### config.mk
export PLATFORM = sky130hd
export DESIGN_NAME = encoder_jog_accumulator_core_flat
export DESIGN_NICKNAME = d
export VERILOG_FILES = /design/src/hdl/ejacc_pkg.sv /design/src/hdl/ejacc_if.sv /design/src/hdl/encoder_jog_accumulator_core.sv /design/src/flat_wrapper.sv
export SDC_FILE = /design/constraint.sdc
export NUM_CORES = 1
export LEC_CHECK = 0
export BUFFER_PORTS_ARGS = -buffer_cell sky130_fd_sc_hd__clkbuf_2
export CAP_MARGIN = 15
export CORE_MARGIN = 2
export CORE_UTILIZATION = 56
export DETAILED_ROUTE_END_ITERATION = 16
export HOLD_SLACK_MARGIN = 0.05
export PLACE_DENSITY = 0.75
export REMOVE_ABC_BUFFERS = 1
export SLEW_MARGIN = 30
export SYNTH_ARGS = -nofsm -noshare
export SYNTH_HDL_FRONTEND = slang
export SYNTH_SLANG_ARGS = --single-unit
### constraint.sdc
create_clock -name i_clk -period 9.7 [get_ports i_clk]
set_clock_uncertainty 0.1 [all_clocks]
set_input_delay 0.485 -clock i_clk [delete_from_list [all_inputs] [get_ports i_clk]]
set_output_delay 0.485 -clock i_clk [all_outputs]
set_load 0.01 [all_outputs]
### src/hdl/ejacc_pkg.sv
// Package: widths, select codes and register indexes of the encoder jog accumulator.
`default_nettype none

package ejacc_pkg;

    // Field widths
    localparam int TIME_W   = 48;
    localparam int COUNT_W  = 32;
    localparam int SEL_W    = 3;
    localparam int AXIS_W   = 2;
    localparam int SCALE_W  = 2;
    localparam int CFG_W    = 24;
    localparam int CFG_IDX_W = 2;

    // Four pulses per detent click, so the divide is a shift by two
    localparam int CLICK_SHIFT = 2;
    localparam int CLICKS_W    = COUNT_W - CLICK_SHIFT;

    // Register reset values
    localparam logic [CFG_W-1:0] MIN_GAP_RST = CFG_W'(20000);
    localparam logic [CFG_W-1:0] DIEOUT_RST  = CFG_W'(200000);

    // Register indexes
    localparam logic [CFG_IDX_W-1:0] REG_MIN_GAP = CFG_IDX_W'(0);
    localparam logic [CFG_IDX_W-1:0] REG_DIEOUT  = CFG_IDX_W'(1);

    // Button select codes
    localparam logic [SEL_W-1:0] SEL_NONE     = 3'd0;
    localparam logic [SEL_W-1:0] SEL_SCALE_1  = 3'd1;
    localparam logic [SEL_W-1:0] SEL_SCALE_01 = 3'd2;
    localparam logic [SEL_W-1:0] SEL_SCALE_001 = 3'd3;
    localparam logic [SEL_W-1:0] SEL_AXIS_X   = 3'd4;
    localparam logic [SEL_W-1:0] SEL_AXIS_Y   = 3'd5;
    localparam logic [SEL_W-1:0] SEL_AXIS_Z   = 3'd6;

    // Axis and scale codes on the result
    localparam logic [AXIS_W-1:0]  AXIS_X    = 2'd0;
    localparam logic [AXIS_W-1:0]  AXIS_Y    = 2'd1;
    localparam logic [AXIS_W-1:0]  AXIS_Z    = 2'd2;
    localparam logic [SCALE_W-1:0] SCALE_1   = 2'd0;
    localparam logic [SCALE_W-1:0] SCALE_01  = 2'd1;
    localparam logic [SCALE_W-1:0] SCALE_001 = 2'd2;

    typedef logic [TIME_W-1:0]   t_time;
    typedef logic [COUNT_W-1:0]  t_count;
    typedef logic [CLICKS_W-1:0] t_clicks;

endpackage

`default_nettype wire

### src/hdl/ejacc_if.sv
// Interfaces: poll request, move request and register write channels.
`default_nettype none

interface ejacc_in_if import ejacc_pkg::*; ();
    logic                     valid;
    logic                     ready;
    logic [TIME_W-1:0]        time_us;
    logic signed [COUNT_W-1:0] encoder_count;
    logic [SEL_W-1:0]         select_code;

    modport source (output valid, time_us, encoder_count, select_code, input ready);
    modport sink   (input valid, time_us, encoder_count, select_code, output ready);
endinterface

interface ejacc_out_if import ejacc_pkg::*; ();
    logic                       valid;
    logic                       ready;
    logic [AXIS_W-1:0]          axis;
    logic [SCALE_W-1:0]         scale;
    logic signed [CLICKS_W-1:0] clicks;

    modport source (output valid, axis, scale, clicks, input ready);
    modport sink   (input valid, axis, scale, clicks, output ready);
endinterface

interface ejacc_cfg_if import ejacc_pkg::*; ();
    logic                 valid;
    logic                 ready;
    logic [CFG_IDX_W-1:0] index;
    logic [CFG_W-1:0]     data;

    modport source (output valid, index, data, input ready);
    modport sink   (input valid, index, data, output ready);
endinterface

`default_nettype wire

### src/hdl/encoder_jog_accumulator_core.sv
// Top level: jog wheel pulse accumulator turning encoder polls into move requests.
//
//  Channel  Dir   Handshake      Payload
//  i_in     in    valid/ready    time_us[47:0], encoder_count[31:0], select_code[2:0]
//  o_out    out   valid/ready    axis[1:0], scale[1:0], clicks[29:0]
//  i_cfg    in    valid/ready    index[1:0], data[23:0] (0 min gap, 1 die-out)
//
//  One poll per cycle unless o_out stalls; a poll goes through the poll register, then the result register.
//  The poll register computes the count delta; the result stage does select,
//  accumulate, move decision and die-out combinationally: a 32-bit add followed by the
//  30-bit rounding increment, beside the 48-bit time compares.
//  A waiting move request stalls the poll register; once that holds a poll, i_in stalls.
//  Reset (i_rst_n low, synchronous) clears all state but the payload registers; no clearing pass follows.
//  Register writes are always taken (ready held high).
`default_nettype none

module encoder_jog_accumulator_core import ejacc_pkg::*; (
    input  wire         i_clk,
    input  wire         i_rst_n,
    ejacc_in_if.sink    i_in,
    ejacc_out_if.source o_out,
    ejacc_cfg_if.sink   i_cfg
);

    // Configuration registers
    logic [CFG_W-1:0] r_min_gap;
    logic [CFG_W-1:0] r_dieout;

    // Poll register
    logic                r_in_vld;
    t_time               r_time;
    t_count              r_delta;
    logic [SEL_W-1:0]    r_sel;
    t_count              r_prev_count;
    logic                r_have_prev;

    // Accumulator state
    t_count              r_acc;
    t_time               r_last_move;
    t_time               r_last_motion;
    logic [AXIS_W-1:0]   r_axis;
    logic [SCALE_W-1:0]  r_scale;

    // Result register
    logic                r_out_vld;
    logic [AXIS_W-1:0]   r_out_axis;
    logic [SCALE_W-1:0]  r_out_scale;
    t_clicks             r_out_clicks;

    logic                adv;
    logic                in_acc;
    logic [AXIS_W-1:0]   n_axis;
    logic [SCALE_W-1:0]  n_scale;
    t_count              acc_sum;
    t_time               move_age;
    t_time               motion_age;
    logic                gap_ok;
    logic                idle_long;
    logic                small_mag;
    logic                fire;
    logic                rem_nz;
    t_clicks             quot;
    t_count              rest;
    t_count              n_acc;

    // Handshakes
    assign i_cfg.ready = 1'b1;
    assign adv         = r_in_vld && (!r_out_vld || o_out.ready);
    assign i_in.ready  = !r_in_vld || adv;
    assign in_acc      = i_in.valid && i_in.ready;

    // Register writes; out-of-range indexes drop
    always_ff @(posedge i_clk) begin
        if (!i_rst_n) begin
            r_min_gap <= MIN_GAP_RST;
            r_dieout  <= DIEOUT_RST;
        end else if (i_cfg.valid) begin
            if (i_cfg.index == REG_MIN_GAP) begin
                r_min_gap <= i_cfg.data;
            end else if (i_cfg.index == REG_DIEOUT) begin
                r_dieout <= i_cfg.data;
            end
        end
    end

    // Capture the poll and its count delta; the first poll has zero delta
    always_ff @(posedge i_clk) begin
        if (!i_rst_n) begin
            r_in_vld     <= 1'b0;
            r_have_prev  <= 1'b0;
            r_prev_count <= '0;
        end else if (in_acc) begin
            r_in_vld     <= 1'b1;
            r_have_prev  <= 1'b1;
            r_prev_count <= i_in.encoder_count;
        end else if (adv) begin
            r_in_vld <= 1'b0;
        end
    end

    always_ff @(posedge i_clk) begin
        if (in_acc) begin
            r_time  <= i_in.time_us;
            r_sel   <= i_in.select_code;
            r_delta <= r_have_prev ? (i_in.encoder_count - r_prev_count) : '0;
        end
    end

    // Apply the select code before the move decision
    always_comb begin
        n_axis  = r_axis;
        n_scale = r_scale;
        case (r_sel)
            SEL_SCALE_1:   n_scale = SCALE_1;
            SEL_SCALE_01:  n_scale = SCALE_01;
            SEL_SCALE_001: n_scale = SCALE_001;
            SEL_AXIS_X:    n_axis  = AXIS_X;
            SEL_AXIS_Y:    n_axis  = AXIS_Y;
            SEL_AXIS_Z:    n_axis  = AXIS_Z;
            default: begin
                n_axis  = r_axis;
                n_scale = r_scale;
            end
        endcase
    end

    // Accumulate, decide the move and check for die-out
    always_comb begin
        acc_sum    = r_acc + r_delta;
        move_age   = r_time - r_last_move;
        motion_age = r_time - r_last_motion;
        gap_ok     = move_age > TIME_W'(r_min_gap);
        idle_long  = (r_delta == '0) && (motion_age > TIME_W'(r_dieout));

        // Magnitude below one click: high bits all zero, or all ones with a nonzero tail
        rem_nz    = acc_sum[CLICK_SHIFT-1:0] != '0;
        small_mag = (acc_sum[COUNT_W-1:CLICK_SHIFT] == '0)
                 || ((acc_sum[COUNT_W-1:CLICK_SHIFT] == '1) && rem_nz);
        fire      = gap_ok && !small_mag;

        // Truncate toward zero: round a negative value with a remainder up by one
        quot = acc_sum[COUNT_W-1:CLICK_SHIFT]
             + CLICKS_W'(acc_sum[COUNT_W-1] && rem_nz);
        if (!rem_nz) begin
            rest = '0;
        end else if (acc_sum[COUNT_W-1]) begin
            rest = {{CLICKS_W{1'b1}}, acc_sum[CLICK_SHIFT-1:0]};
        end else begin
            rest = {{CLICKS_W{1'b0}}, acc_sum[CLICK_SHIFT-1:0]};
        end

        if (idle_long) begin
            n_acc = '0;
        end else if (fire) begin
            n_acc = rest;
        end else begin
            n_acc = acc_sum;
        end
    end

    // Advance the accumulator state
    always_ff @(posedge i_clk) begin
        if (!i_rst_n) begin
            r_acc         <= '0;
            r_last_move   <= '0;
            r_last_motion <= '0;
            r_axis        <= AXIS_X;
            r_scale       <= SCALE_1;
        end else if (adv) begin
            r_acc   <= n_acc;
            r_axis  <= n_axis;
            r_scale <= n_scale;
            if (fire) begin
                r_last_move <= r_time;
            end
            if (r_delta != '0) begin
                r_last_motion <= r_time;
            end
        end
    end

    // Hold the move request until taken
    always_ff @(posedge i_clk) begin
        if (!i_rst_n) begin
            r_out_vld <= 1'b0;
        end else if (adv) begin
            r_out_vld <= fire;
        end else if (o_out.ready) begin
            r_out_vld <= 1'b0;
        end
    end

    always_ff @(posedge i_clk) begin
        if (adv && fire) begin
            r_out_axis   <= n_axis;
            r_out_scale  <= n_scale;
            r_out_clicks <= quot;
        end
    end

    assign o_out.valid  = r_out_vld;
    assign o_out.axis   = r_out_axis;
    assign o_out.scale  = r_out_scale;
    assign o_out.clicks = r_out_clicks;

endmodule

`default_nettype wire

### src/flat_wrapper.sv
// flat-port wrapper written by rule: the top's interface ports become plain ports
module encoder_jog_accumulator_core_flat import ejacc_pkg::*;
  (i_clk, i_rst_n, i_in_valid, i_in_time_us, i_in_encoder_count, i_in_select_code, i_in_ready, o_out_valid, o_out_axis, o_out_scale, o_out_clicks, o_out_ready, i_cfg_valid, i_cfg_index, i_cfg_data, i_cfg_ready);
  ejacc_in_if i_in_i ();
  ejacc_out_if o_out_i ();
  ejacc_cfg_if i_cfg_i ();
  input  wire i_clk;
  input  wire i_rst_n;
  input wire logic [$bits(i_in_i.valid)-1:0] i_in_valid;
  input wire logic [$bits(i_in_i.time_us)-1:0] i_in_time_us;
  input wire logic [$bits(i_in_i.encoder_count)-1:0] i_in_encoder_count;
  input wire logic [$bits(i_in_i.select_code)-1:0] i_in_select_code;
  output wire logic [$bits(i_in_i.ready)-1:0] i_in_ready;
  output wire logic [$bits(o_out_i.valid)-1:0] o_out_valid;
  output wire logic [$bits(o_out_i.axis)-1:0] o_out_axis;
  output wire logic [$bits(o_out_i.scale)-1:0] o_out_scale;
  output wire logic [$bits(o_out_i.clicks)-1:0] o_out_clicks;
  input wire logic [$bits(o_out_i.ready)-1:0] o_out_ready;
  input wire logic [$bits(i_cfg_i.valid)-1:0] i_cfg_valid;
  input wire logic [$bits(i_cfg_i.index)-1:0] i_cfg_index;
  input wire logic [$bits(i_cfg_i.data)-1:0] i_cfg_data;
  output wire logic [$bits(i_cfg_i.ready)-1:0] i_cfg_ready;
  assign i_in_i.valid = i_in_valid;
  assign i_in_i.time_us = i_in_time_us;
  assign i_in_i.encoder_count = i_in_encoder_count;
  assign i_in_i.select_code = i_in_select_code;
  assign i_in_ready = i_in_i.ready;
  assign o_out_valid = o_out_i.valid;
  assign o_out_axis = o_out_i.axis;
  assign o_out_scale = o_out_i.scale;
  assign o_out_clicks = o_out_i.clicks;
  assign o_out_i.ready = o_out_ready;
  assign i_cfg_i.valid = i_cfg_valid;
  assign i_cfg_i.index = i_cfg_index;
  assign i_cfg_i.data = i_cfg_data;
  assign i_cfg_ready = i_cfg_i.ready;
  encoder_jog_accumulator_core u_core (.i_clk(i_clk), .i_rst_n(i_rst_n), .i_in(i_in_i), .o_out(o_out_i), .i_cfg(i_cfg_i));
endmodule
==> flow_metrics.env <==
export IMPL_path_max_fanout=30
export IMPL_synth_top_area_cell="dfxtp_1"
export IMPL_setup_slack_ns=3.15
export IMPL_cts_htree_levels=2
export IMPL_yosys_area_top_type_share_pct=18.6
export IMPL_critPathCaptureType="flop"
export IMPL_viasPerCell=6.02
export IMPL_combPwrFrac_pct=25.7
export IMPL_fmax_ghz=0.153
export IMPL_fin_crit_ns=6.55
export IMPL_clock_sinks=332
export IMPL_finalSetupTns_ns=0
export IMPL_seqPwrFrac_pct=37.8
export IMPL_critPathLaunchType="flop"
export IMPL_min_period_over_period_pct=67.5
export IMPL_status="completed"
export IMPL_grt_pass1_wl_um=105000
export IMPL_synth_edf_count=117
export IMPL_critPathRequiredTime_ns=10.07
export IMPL_cpPeakStageDelay_ns=0.60
export IMPL_track_usage_pct=30.0
export IMPL_setup_violations=0
export IMPL_postSynth_topFlopCell="dfxtp_1"
export IMPL_routed_wl_um=66400
export IMPL_switching_power_w=0.00132
export IMPL_root_buffer="clkbuf_16"
export IMPL_dp_slack_ns=3.29
export IMPL_io_pins=151
export IMPL_syn_to_final_growth_pct=13.8
export IMPL_seq_area_frac_synth_pct=33.8
export IMPL_first_global_vias=20600
export IMPL_cts_tree="yes"
export IMPL_die_w_um=207
export IMPL_p_clk_share_pct=36.5
export IMPL_power_internal_w=0.00287
export IMPL_vias=21600
export IMPL_start_util_pct=56.7
export IMPL_grt_max_degree=95
export IMPL_n_fill_cell=3416
export IMPL_power_total_w=0.00419
export IMPL_drt_iter0_markers=1561
export IMPL_finalHoldViolCount=0
export IMPL_avgSynthCellArea_um2=8.09
export IMPL_dieArea_mm2=0.0430
export IMPL_cap_viol_max_count=0
export IMPL_worst_slew_pin_slew_ns=0.980
export IMPL_ctsResizeCount=0
export IMPL_leakage_nw=10.6
export IMPL_nNetsFinal=3346
export IMPL_route_antenna_remaining_nets=0
export IMPL_dr_pass1_iters=6
export IMPL_clk_latency_ns=0.57
export IMPL_ir_drop_mv=0.146
export IMPL_power_density_mw_per_mm2=159
export IMPL_gp_congestion=1.01
export IMPL_overflow=0
export IMPL_core_area_mm2=0.0408
export IMPL_clk_pin_slew_ns=0.06
export IMPL_switching_share_pct=31.5
export IMPL_mappedNetlistArea_mm2=0.0232
export IMPL_drive_gt1_share_pct=8.92
export IMPL_hold_path_class="in2reg"
export IMPL_crit_arrival_ns=6.93
export IMPL_die_h_um=207
export IMPL_postSynthCellCount=2863
export IMPL_hpwl_um=49500
export IMPL_slew_headroom_pct=34.6
export IMPL_numCtsBuffers=38
export IMPL_antenna_found_initial=1
export IMPL_synth_common_cells="522 x nand2_1, 280 x a21oi_1, 224 x inv_1, 215 x dfxtp_1, 206 x ha_1"
export IMPL_critical_path_class="reg2reg"
export IMPL_synth_cell_type_count=90
export IMPL_slowest_stage="nor4_1"
export IMPL_yosysMostFrequentCell="nand2_1"
export IMPL_clockBufferDepth=3
export IMPL_rsz0062_at_grt="no"
export IMPL_final_cell_area_mm2=0.0263
export IMPL_drc=0
export IMPL_yosysWarnings=0
export IMPL_synthTopCellsByArea="dfxtp_1 19%, edfxtp_1 15%, ha_1 11%, nand2_1 8.5%, a21oi_1 6.1%"
export IMPL_wl_per_cell_um=18.5
export IMPL_utilization_pct=64.5
export IMPL_num_rows=74
export IMPL_io_buffers=149
export IMPL_synth_seq_cells=332
export IMPL_synthArstFlopShare_pct=0
export IMPL_maxSlewViolCount=0
export IMPL_placed_area_mm2=0.0243
## final timing paths
kind	from	end	slack, ns	cells past startpoint
max reg2reg	u_core.r_time[0]	u_core.r_acc[31]	3.15	25
max	u_core.r_time[0]	u_core.r_acc[31]	3.15	25
min	i_cfg_data[4]	u_core.r_min_gap[4]	0.07	3
min reg2reg	u_core.r_last_motion[40]	u_core.r_last_motion[40]	0.35	2
## cells by family (layout without fill, tap and decap cells)
family | Yosys count | count (layout) | synth area share, %
multiplexers | 66 | 66 | 2.87
AO/OA/AOI/OAI | 790 | 790 | 21.9
XOR/XNOR | 127 | 127 | 4.80
adder cells (fa/ha/maj) | 210 | 210 | 11.5
AND/OR/NAND/NOR | 993 | 993 | 19.4
flip-flops | 332 | 332 | 33.8
buffers and inverters | 344 | 532 | 5.70
other | 1 | 2 | 0.0162
## routing by layer
metal	share of wire (%)	global-route usage [%]	vias up
met5	0	0	-
met4	3.6	11.9	0
met3	5.9	3.69	135
met2	47	51.0	727
met1	43	38.8	10200
li1	-	-	10500
## sequential cells by signal, summed over array words and instances, names as in the netlist, 2 cells and up
| name | cells |
|---|---|
| u_core.o_out.scale | 2 |
| u_core.r_prev_count | 32 |
| u_core.o_out.clicks | 30 |
| u_core.r_last_move | 48 |
| u_core.r_acc | 32 |
| u_core.r_scale | 2 |
| u_core.r_delta | 32 |
| u_core.r_last_motion | 48 |
| u_core.r_sel | 3 |
| u_core.r_min_gap | 24 |
| u_core.r_dieout | 24 |
| u_core.o_out.axis | 2 |
| u_core.r_time | 48 |
| u_core.r_axis | 2 |
## worst max-delay path, delay by kind of cell (launching register included)
| family | cells | cell delay (ns) |
|---|---|---|
| buf+inv | 3 | 0.45 |
| compound gates | 9 | 2.15 |
| simple gates | 9 | 2.31 |
| fa+ha+maj | 3 | 0.90 |
| flops | 1 | 0.41 |
| xor+xnor | 1 | 0.12 |
## layout by cell type, fill, tap and decap left out, types with 24 or more instances in the layout
master         count
o21ai_0          113
nor4_1            32
clkbuf_2         148
mux2i_1           62
o21bai_1          25
a22oi_1           30
dfxtp_1          215
nor3_1            54
o211ai_1          37
inv_1            222
a21oi_1          279
edfxtp_1         117
a21boi_0          27
nor2_1           132
nand4_1           41
a21o_1            75
nand3_1           67
nand2b_1          24
xor2_1            47
clkbuf_16         39
nand2_1          522
ha_1             206
xnor2_1           80
dlygate4sd3_1     73
o21a_1            28
## final cells by class
type | count | area, um2 | share of cell area (%)
multi-input combinational | 2187 | 14100 | 53.4
sequential | 332 | 7820 | 29.7
timing repair buffer | 238 | 1620 | 6.15
clock buffer | 49 | 1060 | 4.04
inverter | 225 | 852 | 3.24
tap | 532 | 666 | 2.53
clock inverter | 20 | 249 | 0.945
antenna | 1 | 2.50 | 0.00950
## timing repair
item,in CTS,in global routing
setup buffers,0,0
hold buffers,73,0
endpoints found under the setup margin,0,0
endpoints found under the hold margin,80,0
## stage by stage
step	cells	hold WS, ns
finish	3584	0.0711
global route	3584	0.0646
CTS	3582	0.0501
detailed placement	3440	0.347
global placement	3440	0.341
floorplan	2744	0.335
## power by group through the flow
stage               combinational, W  clock (W)  sequential [W]
floorplan                   0.000740          0         0.00160
global placement            0.000998          0         0.00161
detailed placement           0.00102          0         0.00161
CTS                          0.00106    0.00155         0.00158
global route                 0.00119    0.00161         0.00159
finish                       0.00108    0.00153         0.00158
Power figures use the tool's default switching activity.
